## config.mk

```make
export PLATFORM = sky130hd
export DESIGN_NAME = morse_key_decoder
export DESIGN_NICKNAME = d
export VERILOG_FILES = /design/src/design/mkd_pkg.sv /design/src/design/mkd_lookup.sv /design/src/design/morse_key_decoder.sv
export SDC_FILE = /design/constraint.sdc
export NUM_CORES = 1
export LEC_CHECK = 0
export ABC_AREA = 0
export BUFFER_PORTS_ARGS = -buffer_cell sky130_fd_sc_hd__clkbuf_2
export CAP_MARGIN = 20
export CORE_MARGIN = 2
export CORE_UTILIZATION = 42
export DETAILED_ROUTE_END_ITERATION = 8
export GPL_TIMING_DRIVEN = 0
export PLACE_DENSITY = 0.8
export SLEW_MARGIN = 20
export SYNTH_ARGS = -nofsm -noshare
export SYNTH_HDL_FRONTEND = slang
export SYNTH_SLANG_ARGS = --single-unit
export TNS_END_PERCENT = 1
```

## constraint.sdc

```tcl
create_clock -name clk_i -period 2.9 [get_ports clk_i]
set_clock_uncertainty 0.1 [all_clocks]
set_input_delay 0.58 -clock clk_i [delete_from_list [all_inputs] [get_ports clk_i]]
set_output_delay 0.58 -clock clk_i [all_outputs]
set_load 0.02 [all_outputs]
```

## src/design/mkd_pkg.sv

```systemverilog
`default_nettype none

package mkd_pkg;

  localparam int MaxElements = 6;
  localparam int CntW        = $clog2(MaxElements + 1);
  localparam int TickW       = 16;
  localparam int CharW       = 7;
  localparam int TableSize   = 53;
  localparam int CodeW       = 6;
  localparam int LenW        = 3;
  localparam int CmpW        = (MaxElements > CodeW) ? MaxElements : CodeW;
  localparam int CntCmpW     = (CntW > LenW) ? CntW : LenW;

  localparam int PaddrW      = 3;
  localparam int PdataW      = 32;
  localparam logic [0:0] RegDotMax = 1'b0;
  localparam logic [TickW-1:0] DotMaxReset = TickW'(6);

  typedef struct packed {
    logic             hit;
    logic [CharW-1:0] ascii;
  } mkd_hit_t;

  // Bit i of a code is element i of the sequence; 1 is a dash.
  localparam logic [CodeW-1:0] MkCode [TableSize] = '{
    6'b000010, 6'b000001, 6'b000101, 6'b000001, 6'b000000,
    6'b000100, 6'b000011, 6'b000000, 6'b000000, 6'b001110,
    6'b000101, 6'b000010, 6'b000011, 6'b000001, 6'b000111,
    6'b000110, 6'b001011, 6'b000010, 6'b000000, 6'b000001,
    6'b000100, 6'b001000, 6'b000110, 6'b001001, 6'b001101,
    6'b000011,
    6'b011110, 6'b011100, 6'b011000, 6'b010000, 6'b000000,
    6'b000001, 6'b000011, 6'b000111, 6'b001111, 6'b011111,
    6'b101010, 6'b110011, 6'b011110, 6'b010010, 6'b101100,
    6'b000111, 6'b010101, 6'b001100, 6'b110101, 6'b100001,
    6'b001010, 6'b001001, 6'b001101, 6'b101101, 6'b010001,
    6'b010110, 6'b010010
  };

  localparam logic [LenW-1:0] MkLen [TableSize] = '{
    3'd2, 3'd4, 3'd4, 3'd3, 3'd1,
    3'd4, 3'd3, 3'd4, 3'd2, 3'd4,
    3'd3, 3'd4, 3'd2, 3'd2, 3'd3,
    3'd4, 3'd4, 3'd3, 3'd3, 3'd1,
    3'd3, 3'd4, 3'd3, 3'd4, 3'd4,
    3'd4,
    3'd5, 3'd5, 3'd5, 3'd5, 3'd5,
    3'd5, 3'd5, 3'd5, 3'd5, 3'd5,
    3'd6, 3'd6, 3'd6, 3'd6, 3'd6,
    3'd6, 3'd6, 3'd6, 3'd6, 3'd6,
    3'd5, 3'd5, 3'd5, 3'd6, 3'd5,
    3'd6, 3'd5
  };

  localparam logic [CharW-1:0] MkChar [TableSize] = '{
    7'h41, 7'h42, 7'h43, 7'h44, 7'h45,
    7'h46, 7'h47, 7'h48, 7'h49, 7'h4A,
    7'h4B, 7'h4C, 7'h4D, 7'h4E, 7'h4F,
    7'h50, 7'h51, 7'h52, 7'h53, 7'h54,
    7'h55, 7'h56, 7'h57, 7'h58, 7'h59,
    7'h5A,
    7'h31, 7'h32, 7'h33, 7'h34, 7'h35,
    7'h36, 7'h37, 7'h38, 7'h39, 7'h30,
    7'h2E, 7'h2C, 7'h27, 7'h22, 7'h5F,
    7'h3A, 7'h3B, 7'h3F, 7'h21, 7'h2D,
    7'h2B, 7'h2F, 7'h28, 7'h29, 7'h3D,
    7'h40, 7'h20
  };

endpackage

`default_nettype wire

```

## src/design/mkd_lookup.sv

```systemverilog
`default_nettype none

module mkd_lookup (
  input  wire logic [mkd_pkg::MaxElements-1:0] elem_bits_i,
  input  wire logic [mkd_pkg::CntW-1:0]        elem_cnt_i,
  output mkd_pkg::mkd_hit_t                    result_o
);

  logic [mkd_pkg::CmpW-1:0]    bits_ext;
  logic [mkd_pkg::CntCmpW-1:0] cnt_ext;

  assign bits_ext = mkd_pkg::CmpW'(elem_bits_i);
  assign cnt_ext  = mkd_pkg::CntCmpW'(elem_cnt_i);

  // Bits above the element count are always zero, so a full-width compare suffices.
  always_comb begin
    result_o.hit   = 1'b0;
    result_o.ascii = '0;
    for (int k = mkd_pkg::TableSize - 1; k >= 0; k--) begin
      if ((cnt_ext == mkd_pkg::CntCmpW'(mkd_pkg::MkLen[k])) &&
          (bits_ext == mkd_pkg::CmpW'(mkd_pkg::MkCode[k]))) begin
        result_o.hit   = 1'b1;
        result_o.ascii = mkd_pkg::MkChar[k];
      end
    end
  end

endmodule

`default_nettype wire

```

## src/design/morse_key_decoder.sv

```systemverilog
`default_nettype none

// Channel   Direction  Handshake                Payload
// input     in         in_valid_i / in_stall_o  kind_i, press_ticks_i
// output    out        out_valid_o/out_stall_i  ascii_char_o
// config    in         APB write/read           paddr, pwdata, prdata
//
// One transaction is taken per cycle while in_stall_o is low.
// The sequence state updates in the accept cycle, and the table match is one
// combinational pass from the state registers to the output or skid register.
// Reset clears the sequence and sets the dot threshold to 6.
// A skid register holds one character while the output is stalled; input then stalls.

module morse_key_decoder (
  input  wire logic                          clk_i,
  input  wire logic                          rst_ni,
  input  wire logic                          psel,
  input  wire logic                          penable,
  input  wire logic                          pwrite,
  input  wire logic [mkd_pkg::PaddrW-1:0]    paddr,
  input  wire logic [mkd_pkg::PdataW-1:0]    pwdata,
  output logic [mkd_pkg::PdataW-1:0]         prdata,
  output logic                               pready,
  input  wire logic                          in_valid_i,
  output logic                               in_stall_o,
  input  wire logic                          kind_i,
  input  wire logic [mkd_pkg::TickW-1:0]     press_ticks_i,
  output logic                               out_valid_o,
  input  wire logic                          out_stall_i,
  output logic [mkd_pkg::CharW-1:0]          ascii_char_o
);

  logic [mkd_pkg::TickW-1:0]       dot_max_q;
  logic [mkd_pkg::MaxElements-1:0] elem_bits_q, elem_bits_d;
  logic [mkd_pkg::CntW-1:0]        elem_cnt_q, elem_cnt_d;
  logic                            too_long_q, too_long_d;
  logic                            out_valid_q, skid_valid_q;
  logic [mkd_pkg::CharW-1:0]       out_char_q, skid_char_q;
  logic                            accept, is_dash, full, produce, out_take, reg_sel;
  mkd_pkg::mkd_hit_t               match;

  mkd_lookup u_lookup (
    .elem_bits_i (elem_bits_q),
    .elem_cnt_i  (elem_cnt_q),
    .result_o    (match)
  );

  assign pready  = 1'b1;
  assign reg_sel = (paddr[2] == mkd_pkg::RegDotMax);
  assign prdata  = reg_sel ? mkd_pkg::PdataW'(dot_max_q) : '0;

  always_ff @(posedge clk_i or negedge rst_ni) begin
    if (!rst_ni) begin
      dot_max_q <= mkd_pkg::DotMaxReset;
    end else if (psel && penable && pwrite && pready && reg_sel) begin
      dot_max_q <= pwdata[mkd_pkg::TickW-1:0];
    end
  end

  assign in_stall_o = skid_valid_q;
  assign accept     = in_valid_i && !in_stall_o;
  assign is_dash    = press_ticks_i > dot_max_q;
  assign full       = elem_cnt_q == mkd_pkg::CntW'(mkd_pkg::MaxElements);
  assign produce    = accept && kind_i && !too_long_q && match.hit;

  always_comb begin
    elem_bits_d = elem_bits_q;
    elem_cnt_d  = elem_cnt_q;
    too_long_d  = too_long_q;
    if (accept) begin
      if (kind_i) begin
        elem_bits_d = '0;
        elem_cnt_d  = '0;
        too_long_d  = 1'b0;
      end else if (full) begin
        too_long_d = 1'b1;
      end else begin
        elem_bits_d = elem_bits_q | (mkd_pkg::MaxElements'(is_dash) << elem_cnt_q);
        elem_cnt_d  = elem_cnt_q + mkd_pkg::CntW'(1);
      end
    end
  end

  always_ff @(posedge clk_i or negedge rst_ni) begin
    if (!rst_ni) begin
      elem_bits_q <= '0;
      elem_cnt_q  <= '0;
      too_long_q  <= 1'b0;
    end else begin
      elem_bits_q <= elem_bits_d;
      elem_cnt_q  <= elem_cnt_d;
      too_long_q  <= too_long_d;
    end
  end

  assign out_take = !out_valid_q || !out_stall_i;

  always_ff @(posedge clk_i or negedge rst_ni) begin
    if (!rst_ni) begin
      out_valid_q  <= 1'b0;
      skid_valid_q <= 1'b0;
    end else if (skid_valid_q) begin
      if (out_take) begin
        out_valid_q  <= 1'b1;
        skid_valid_q <= 1'b0;
      end
    end else if (produce) begin
      if (out_take) begin
        out_valid_q <= 1'b1;
      end else begin
        skid_valid_q <= 1'b1;
      end
    end else if (out_take) begin
      out_valid_q <= 1'b0;
    end
  end

  always_ff @(posedge clk_i) begin
    if (skid_valid_q) begin
      if (out_take) begin
        out_char_q <= skid_char_q;
      end
    end else if (produce) begin
      if (out_take) begin
        out_char_q <= match.ascii;
      end else begin
        skid_char_q <= match.ascii;
      end
    end
  end

  assign out_valid_o  = out_valid_q;
  assign ascii_char_o = out_char_q;

endmodule

`default_nettype wire
```

==> metrics, run 1 <==
run status completed; setup slack, reg-to-reg ~46 ps; share of total power in the clock network 0.158; area of the placeable core approximately 8300 um2; Syn Area/Cell approximately 8.8 um2; die extent in y approximately 97 um; total of buffers placed on input and output ports 64; overall global routing resource usage 0.233; total wire length 11,500 um; crit path capture type flip-flop; cell-internal power 1430 uW; simple-gate share of the synthesized area 0.237; vias in the first global route 3,670; number of buffers created by CTS 5; routed via count divided by cell count 6.00; post-synthesis cell type with the largest combined area dfrtp_1; clock tree from TritonCTS yes; placement row count 33; proportion of synthesized flip-flops having asynchronous set or reset 0.667; fraction of final layout cells with drive strength greater than 1 0.385; horizontal die dimension just under 100 um; utilization after layout 0.559; XOR/XNOR share of the synthesized area 0.00241; I/O pin total between 100 and 150; area added between synthesis and finish 27.8%; Detailed Route Iter0 Violations 256; arithmetic-cell share of the synthesized area counting full adders, half adders and majority gates 0.0723; Starting Density 0.438; setup TNS 0 ps; total area of multi-input combinational cells approximately 2400 um2; transition time at the pin with the least slew margin 695 ps; layout filler cell count 734; count of flip-flops with a built-in enable after synthesis 14; remaining global-route overflow 0; most frequent cells in the layout clkbuf_2 (64), buf_4 (41), nor2_1 (35); crit start category flip-flop; count of inserted antenna diode cells 0; Leakage 0.00203 uW; sequential cell area in the final layout 1120 um2; Compound-Gate Fraction of Synth Area 0.194; number of instances in the synthesized netlist 413; Reg clk slew, reported paths ~90 ps; wire length of the first global-routing pass about 18,000 um; total vias in the final route 3,741; cell types with the largest area share after synthesis dfrtp_1 (18%), edfxtp_1 (12%), ha_1 (7.2%); Cell variety after synth 78; post-route clock period utilization 0.984; non-filler cells, final 624; power density over cell area 537 nW/um2; Slew Limit Fails 0; detailed-router iteration count before antenna repair 6; kind of critical path reg2reg; number of warnings reported in the yosys synthesis log 0; maximum achievable frequency 0.350 GHz; register area share after synthesis 0.309; weighted congestion at the end of routability-driven global placement roughly 0.99; largest net degree at the start of global routing 29; classification of the worst-slack hold path in2async; Fin. Hold Viols 0; number of placed instances with taps included 597; mux cell area share after synthesis 0.0748; number of antenna violations at the first check in global routing 0; Max-cap violations 0; largest family of logic cells by synthesized area simple AND/OR/NAND/NOR gates; Final setup viols 0; final period demand of the worst path 2850 ps; worst ir drop on vdd about 0.35 mV; floorplan die area 9410 um2; final routed wire length divided by cell count 18.5 um; worst max-slew margin expressed relative to the limit 0.537; switching share of power 0.425; H-tree levels 2; clock network latency to the later pin of the worst-skew pair 300 ps; total number of nets in the final design 598; commonest non-fill, non-tap cell in the layout clkbuf_2; Worst EP required 2820 ps; clock root buffer master clkbuf_8; number of antenna-violating nets in the routed design 0; Top FF cell, synth dfrtp_1; area share of the leading cell type in the synthesized netlist 0.179; CTS Buffer Depth 2; DR DRC count 0; clock sink count 42; cell area after synthesis approximately 3600 um2; signal arrival time at the worst endpoint 2780 ps; register bit count reported by yosys 42; share of power burned in combinational logic 0.523; Seq pwr share 0.320; Critical Path Fanout Max 5; total half-perimeter wirelength after legalization and detailed placement 8380 um; NetSw ~1100 uW
[synth_stat cells (4+ instances only)]
library cell,count
nand4b_1,4
buf_2,13
o21ai_1,4
a211oi_1,4
o21ai_0,21
mux2_2,21
nor3_1,16
nor2b_1,8
a21oi_1,16
ha_1,21
clkbuf_1,4
buf_4,25
nand4_1,8
inv_1,26
o22ai_1,5
edfxtp_1,14
dfrtp_1,26
nand3_1,10
o32ai_1,7
nand2b_1,6
nor4_1,8
nor2_1,36
nand2_1,28
[per-layer routing]
metal	global-route usage	share of wire	vias to the layer above
met5	0	0	-
met4	0.109	0.046	0
met3	0.0397	0.079	49
met2	0.400	0.48	222
met1	0.284	0.39	1760
li1	-	-	1710
[sequential cells by signal, summed over array words and instances (netlist names)]
name          flops
in_stall_o        1
out_valid_o       1
elem_bits_q       6
elem_cnt_q        3
ascii_char_o      7
too_long_q        1
skid_char_q       7
dot_max_q        16
[cell type report]
class                      count  share of cell area
sequential                    42               0.242
clock inverter                 3             0.00431
clock buffer                   5              0.0148
buffer                        43              0.0658
timing repair buffer          84               0.103
inverter                      28              0.0259
tap                          105              0.0283
multi-input combinational    314               0.515
[power by group through the flow]
stage / clock network, uW / registers [uW] / logic (uW)
final: 393 / 796 / 1300
after global routing: 420 / 807 / 1400
after CTS: 396 / 791 / 1180
after detailed placement: 0 / 807 / 1100
after global placement: 0 / 802 / 1090
after floorplan: 0 / 814 / 777
[final timing paths]
path | startpoint | endpoint | cells after the start
worst max-delay path | elem_cnt_q[1]$_DFFE_PN0P_ | skid_char_q[4]$_DFFE_PP_ | 11
worst min-delay path | rst_ni | dot_max_q[4]$_DFFE_PN0P_ | 1
worst max register to register | elem_cnt_q[1]$_DFFE_PN0P_ | skid_char_q[4]$_DFFE_PP_ | 11
worst min register to register | dot_max_q[5]$_DFFE_PN0P_ | dot_max_q[5]$_DFFE_PN0P_ | 1
max in group asynchronous | rst_ni | elem_cnt_q[0]$_DFFE_PN0P_ | 1
min in group clk_i | pwdata[0] | dot_max_q[0]$_DFFE_PN0P_ | 2
[worst max-delay path, cell delays in order (launching register included)]
cell and delay, ps:
dfrtp_1 440, ha_2 230, ha_4 130, or3b_4 370, buf_6 140, nor3_2 270, a21oi_2 140, nand4_1 200
o31ai_4 90, buf_6 140, nor3_4 150, buf_4 150
[per-stage QoR]
stage	cell area, um2	total power (uW)	hold WS, ps	worst slack (ps)
CTS	4450	2370	233	25.0
finish	4640	2490	201	45.6
global route	4640	2630	255	-35.4
floorplan	3690	1590	184	-27.9
global placement	4150	1900	388	-563
detailed placement	4150	1910	394	-614
[what timing repair did]
| item | CTS | global route |
|---|---|---|
| resized for setup | 26 | 27 |
| hold buffers | 0 | 0 |
| cloned | 0 | 1 |
| pin swaps | 4 | 12 |
| setup endpoints to repair | 26 | 20 |
| buffers inserted | 13 | 6 |
[cells by family (layout without fill, tap and decap cells)]
| logic type | after synthesis | count (layout) |
|---|---|---|
| simple gates | 154 | 154 |
| mux | 24 | 24 |
| compound gates | 97 | 97 |
| fa+ha+maj | 21 | 21 |
| other cells | 2 | 17 |
| flops | 42 | 42 |
| xor+xnor | 1 | 1 |
| buf+inv | 72 | 163 |
(Power assumes the default switching activity.)
==> run 2: changes to the inputs <==
Settings changed: CORE_MARGIN 2 to default, PLACE_DENSITY 0.8 to 0.66.
==> run 2 against run 1 <==
  * Clock power about the same
  * Critical path depth decreased by 3
  * Flip-flop and latch count unchanged
  * Combinational power decreased by 4%
  * Core utilization decreased by 0.90 points
  * Sequential power about the same
  * Global-route usage increased by 2.8 points
  * Design area decreased by 1.6%
  * Fmax decreased by 0.94%
  * Register-to-register slack got worse by 30 ps
  * Largest cell class unchanged
  * Cell count decreased by 0.64%
  * First-iteration DRC count increased by 23%
==> metrics, run 2 (synthesis results as in run 1) <==
Slew Limit Fails 0 (unchanged); number of antenna-violating nets in the routed design 0 (unchanged); total of buffers placed on input and output ports 64 (unchanged); end point of the critical path ascii_char_o[4]$_DFFE_PP_; reg2reg path depth 8 (-3); number of antenna violations at the first check in global routing 0 (unchanged); power density over cell area 535 nW/um2 (-0.39%); NetSw 1020 uW (-3.3%); total vias in the final route 3,645 (-2.6%); routed via count divided by cell count 5.88 (-1.9%); share of total power in the clock network 0.161 (+0.003); total half-perimeter wirelength after legalization and detailed placement 8430 um (+0.61%); floorplan die area 9020 um2 (-4.1%); Setup crit start elem_cnt_q[1]$_DFFE_PN0P_; wire length of the first global-routing pass 17,700 um (-1.8%); clock tree from TritonCTS yes; register with the most flip-flops dot_max_q; post-route clock period utilization 0.994 (+0.00935); CTS Buffer Depth 2 (unchanged); overall global routing resource usage 0.261 (+0.0283); CP Depth 8 (-3); layout filler cell count 790 (+7.6%); gate family responsible for the most delay along the worst path compound AO/OA/AOI/OAI gates; count of buffering cells on the critical path with inverters included 1 (-2); final routed wire length divided by cell count 18.6 um (+0.46%); endpoint of the worst register-to-register path ascii_char_o[4]$_DFFE_PP_; kind of critical path reg2reg; run status completed; vias in the first global route 3,462 (-5.7%); signal arrival time at the worst endpoint 2760 ps (-20 ps); fraction of final layout cells with drive strength greater than 1 0.373 (-0.0125); Fin. Hold Viols 0 (unchanged); cell-internal power 1420 uW (-1.1%); commonest non-fill, non-tap cell in the layout clkbuf_2; total wire length 11,500 um (-0.18%); Reg clk slew, reported paths 90 ps (about the same); unrepaired setup endpoints after global routing true; worst max-slew margin expressed relative to the limit 0.524 (-0.0130); placement row count 33 (unchanged); maximum achievable frequency 0.347 GHz (-0.94%); clock sink count 42 (unchanged); Worst EP required 2780 ps (-40 ps); final period demand of the worst path 2880 ps (+27.1 ps); share of power burned in combinational logic 0.513 (-0.010); number of flip-flops in the largest register 16 (unchanged); Max-cap violations 0 (unchanged); crit start category flip-flop; area of the placeable core 8300 um2 (unchanged); remaining global-route overflow 0 (unchanged); Seq pwr share 0.326 (+0.006); clock network latency to the later pin of the worst-skew pair 310 ps (about the same); detailed-router iteration count before antenna repair 5 (-1); largest stage delay on the critical path 510 ps (+70 ps); cell chain of the critical path inv_1 -> ha_4 -> or4b_1 -> o22ai_2 -> a311oi_2 -> nand4_1 -> o31ai_4 -> a21boi_4; DR DRC count 0 (unchanged); largest net degree at the start of global routing 29 (unchanged); horizontal die dimension 95.0 um (-2.1%); Starting Density 0.438 (unchanged); weighted congestion at the end of routability-driven global placement 0.924 (-7.0%); number of buffers created by CTS 5 (unchanged); transition time at the pin with the least slew margin 714 ps (+19.5 ps); count of inserted antenna diode cells 0 (unchanged); crit path capture type flip-flop; H-tree levels 2 (unchanged); Detailed Route Iter0 Violations 316 (+23%); classification of the worst-slack hold path in2async; area added between synthesis and finish 25.8%; non-filler cells, final 620 (-0.64%); post-route total power 2440 uW (-2.0%); R2R Path Start elem_cnt_q[1]$_DFFE_PN0P_; die extent in y 95.0 um (-2.1%); setup slack, reg-to-reg 20 ps (-30 ps); Leakage 0.00199 uW (-2.0%); critical path's slowest cell or4b_1; Critical Path Fanout Max 9 (+4); number of placed instances with taps included 597 (unchanged); clock root buffer master clkbuf_8; worst ir drop on vdd 0.277 mV (-20%); most frequent cells in the layout clkbuf_2 (64), buf_4 (41), nor2_1 (35); total number of nets in the final design 594 (-0.67%); switching share of power 0.419 (-0.00551); I/O pin total 101 (unchanged); Final setup viols 0 (unchanged)
run 2: area by class of cell:
class,count,area [um2],share of cell area
Sequential cell,42,1130,0.247
Clock inverter,3,21.3,0.00466
Tap cell,105,131,0.0288
Timing Repair Buffer,80,453,0.0992
Buffer,43,302,0.0660
Multi-Input combinational cell,314,2360,0.516
Clock buffer,5,68.8,0.0151
Inverter,28,110,0.0241
run 2: worst register-to-register path, cell delays in order, from the launching register on:
cell,delay [ps]
dfrtp_2,460
inv_1,220
ha_4,240
or4b_1,520
o22ai_2,240
a311oi_2,90
nand4_1,250
o31ai_4,120
a21boi_4,330
run 2: how the worst min path moves through the flow:
stage | start | end | slack, ps
final | rst_ni | dot_max_q[3]$_DFFE_PN0P_ | 210
after detailed placement | dot_max_q[3]$_DFFE_PN0P_ | dot_max_q[3]$_DFFE_PN0P_ | 390
after global routing | rst_ni | dot_max_q[3]$_DFFE_PN0P_ | 270
after global placement | dot_max_q[8]$_DFFE_PN0P_ | dot_max_q[8]$_DFFE_PN0P_ | 390
after floorplan | rst_ni | dot_max_q[0]$_DFFE_PN0P_ | 180
after CTS | rst_ni | dot_max_q[3]$_DFFE_PN0P_ | 230
run 2: power groups by stage:
| stage | clock, uW | combinational, uW | sequential (uW) |
|---|---|---|---|
| detailed placement | 0 | 1100 | 808 |
| global placement | 0 | 1090 | 801 |
| floorplan | 0 | 777 | 814 |
| CTS | 402 | 1170 | 793 |
| finish | 392 | 1250 | 796 |
| global route | 421 | 1360 | 811 |
run 2: routing by layer:
layer / track usage / vias to the layer above / wire, um / part of all wire
met3: 0.0596 / 56 / 962 / 0.084
met5: 0 / - / 0 / 0
met4: 0.125 / 0 / 594 / 0.052
li1: - / 1702 / - / -
met1: 0.325 / 1668 / 4580 / 0.40
met2: 0.425 / 219 / 5370 / 0.47
run 2: timing repair:
item / 4_1_cts / 5_1_grt
setup endpoints to repair: 27 / 24
gates cloned: 0 / 0
pin swaps: 6 / 7
resized for setup: 19 / 23
hold buffers: 0 / 0
buffers inserted: 10 / 6
run 2: metrics by stage:
step	hold slack, ps	worst slack, ps	utilization	TNS (ps)	area, um2
CTS	232	-30.1	0.530	-389	4400
global placement	387	-659	0.499	-10510	4150
finish	205	18.4	0.550	0	4570
floorplan	184	-27.9	-	-195	3690
global route	268	-90.3	0.550	-1080	4570
detailed placement	394	-651	0.499	-9580	4150
==> run 3: changes to the inputs <==
Settings changed: PLACE_DENSITY 0.66 to 0.63.
Clock period 2.9 ns to 3.7 ns, I/O delays scaled along.
==> run 3 against run 2 <==
  * Global-route usage decreased by 1.9 points
  * Cell count shrank 2.4%
  * Core utilization fell by 3.7 points
  * First-iteration DRC count is 6.0% lower
  * Largest cell class unchanged
  * Register-to-register slack improved by 200 ps
  * Critical path type unchanged
  * Fmax down 17%
  * Critical path depth increased by 2
  * Sequential share of layout area grew 1.7 points
==> metrics, run 3 (synthesis results as in run 1) <==
run status completed; Slew Limit Fails 0 (unchanged); fraction of final layout cells with drive strength greater than 1 0.306 (-0.0668); register with the most flip-flops dot_max_q; Final setup viols 0 (unchanged); total vias in the final route 3,475 (-4.7%); commonest non-fill, non-tap cell in the layout clkbuf_2; number of antenna-violating nets in the routed design 0 (unchanged); Detailed Route Iter0 Violations 297 (-6.0%); routed via count divided by cell count 5.74 (-2.3%); vias in the first global route 3,322 (-4.0%); final period demand of the worst path 3480 ps (+598 ps); most frequent cells in the layout clkbuf_2 (64), nor2_1 (36), nand2_1 (28); critical path's slowest cell or4_4; crit path capture type flip-flop; Reg clk slew, reported paths 80 ps (about the same); largest stage delay on the critical path 560 ps (+50 ps); setup slack, reg-to-reg 220 ps (+200 ps); weighted congestion at the end of routability-driven global placement 0.986 (+6.7%); Worst EP required 3590 ps (+810 ps); R2R Path Start elem_cnt_q[2]$_DFFE_PN0P_; Setup crit start elem_cnt_q[2]$_DFFE_PN0P_; signal arrival time at the worst endpoint 3370 ps (+610 ps); DR DRC count 0 (unchanged); endpoint of the worst register-to-register path ascii_char_o[3]$_DFFE_PP_; area of the placeable core 8300 um2 (unchanged); Fin. Hold Viols 0 (unchanged); met1 global-route usage 0.311 (-0.0147); setup TNS 0 ps (unchanged); Most Crowded Layer GR met2; buffers inserted by post-CTS timing repair 0 (-10); Leakage 0.00189 uW (-5.1%); clock root buffer master clkbuf_8; die extent in y 95.0 um (unchanged); number of buffers created by CTS 5 (unchanged); total number of nets in the final design 579 (-2.5%); Critical Path Fanout Max 10 (+1); Max-cap violations 0 (unchanged); horizontal die dimension 95.0 um (unchanged); count of inserted antenna diode cells 0 (unchanged); clock tree from TritonCTS yes; total half-perimeter wirelength after legalization and detailed placement 8110 um (-3.7%); overall global routing resource usage 0.242 (-0.0187); remaining global-route overflow 0 (unchanged); area added between synthesis and finish 17.3%; classification of the worst-slack hold path in2async; clock sink count 42 (unchanged); number of flip-flops in the largest register 16 (unchanged); total wire length 10,400 um (-9.4%); met2 Resource Use GR 0.394 (-0.0312); maximum achievable frequency 0.287 GHz (-17%); number of antenna violations at the first check in global routing 0 (unchanged); CTS Buffer Depth 2 (unchanged); kind of critical path reg2reg; I/O pin total 101 (unchanged); post-route clock period utilization 0.940 (-0.0533); total of buffers placed on input and output ports 64 (unchanged); Hold-fix buffers, CTS 0 (unchanged); cell chain of the critical path buf_2 -> clkinv_1 -> ha_1 -> or3b_1 -> buf_4 -> or3_1 -> o21ai_1 -> or4_4 -> o31ai_2 -> a21boi_1; floorplan die area 9020 um2 (unchanged); clock network latency to the later pin of the worst-skew pair 290 ps (-20 ps); worst ir drop on vdd 0.223 mV (-20%); H-tree levels 2 (unchanged); placed cell areas 4140 um2 (-0.12%); detailed-router iteration count before antenna repair 5 (unchanged); wire length of the first global-routing pass 16,700 um (-6.0%); Starting Density 0.438 (unchanged); transition time at the pin with the least slew margin 943 ps (+229 ps); met3 routing resource usage after global routing 0.0556 (-0.00403); utilization after layout 0.513 (-0.0371); reg2reg path depth 10 (+2); final routed wire length divided by cell count 17.2 um (-7.1%); worst max-slew margin expressed relative to the limit 0.366 (-0.158); Resized Gates After CTS 0 (-19); power density over cell area 435 nW/um2 (-19%); Finished Cell Area 4260 um2 (-6.7%); unrepaired setup endpoints after global routing false; end point of the critical path ascii_char_o[3]$_DFFE_PP_; largest net degree at the start of global routing 29 (unchanged); crit start category flip-flop; placement row count 33 (unchanged)
-- run 3: cell types whose count changed in the layout (fill, tap and decap cells not counted), sizes merged --
cell      previous run  this run
buf                 56        40
clkbuf              72        74
clkinv               3         1
bufinv               0         1
clkinvlp             1         0
inv                 27        28
-- run 3: critical path: cells and delay by family, from the launching register on --
kind                     cells  cell delay, ps
AO/OA/AOI/OAI                3             790
adder cells (fa/ha/maj)      1             370
buffers and inverters        3             700
flip-flops                   1             320
AND/OR/NAND/NOR              3             890
-- run 3: cell type report --
| class | instances | area, um2 |
|---|---|---|
| fillers | 808 | 4040 |
| multi-input cells | 314 | 2180 |
| plain buffers | 44 | 290 |
| clock buffers | 6 | 72.6 |
| clock inverters | 2 | 36.3 |
| repair buffers | 64 | 320 |
| inverters | 28 | 105 |
| flip-flops and latches | 42 | 1120 |
| well taps | 105 | 131 |
-- run 3: metal layers --
metal,share of wire,up-vias
li1,-,1671
met1,0.41,1589
met2,0.47,186
met3,0.086,29
met4,0.026,0
met5,0,-
-- run 3: worst min path at each step --
stage | from | to | slack, ps | cells after the start
floorplan | rst_ni | dot_max_q[0]$_DFFE_PN0P_ | 340 | 0
global placement | dot_max_q[10]$_DFFE_PN0P_ | dot_max_q[10]$_DFFE_PN0P_ | 390 | 1
detailed placement | dot_max_q[5]$_DFFE_PN0P_ | dot_max_q[5]$_DFFE_PN0P_ | 390 | 1
CTS | rst_ni | dot_max_q[14]$_DFFE_PN0P_ | 400 | 1
global route | dot_max_q[8]$_DFFE_PN0P_ | dot_max_q[8]$_DFFE_PN0P_ | 420 | 1
finish | rst_ni | dot_max_q[14]$_DFFE_PN0P_ | 370 | 1
-- run 3: per-stage QoR --
stage / total power, uW / cells / setup WS, ps / hold WS, ps
after floorplan: 1250 / 428 / 655 / 344
after global placement: 1490 / 597 / 27.4 / 388
after detailed placement: 1490 / 597 / 78.6 / 393
after CTS: 1860 / 605 / 64.9 / 399
after global routing: 1980 / 605 / 9.58 / 423
final: 1850 / 605 / 221 / 373
-- run 3: power breakdown --
group,switching [uW],total (uW),leakage (uW),internal [uW]
clock,161,363,0.0000557,202
sequential,48.5,623,0.000482,574
combinational,524,867,0.00135,343
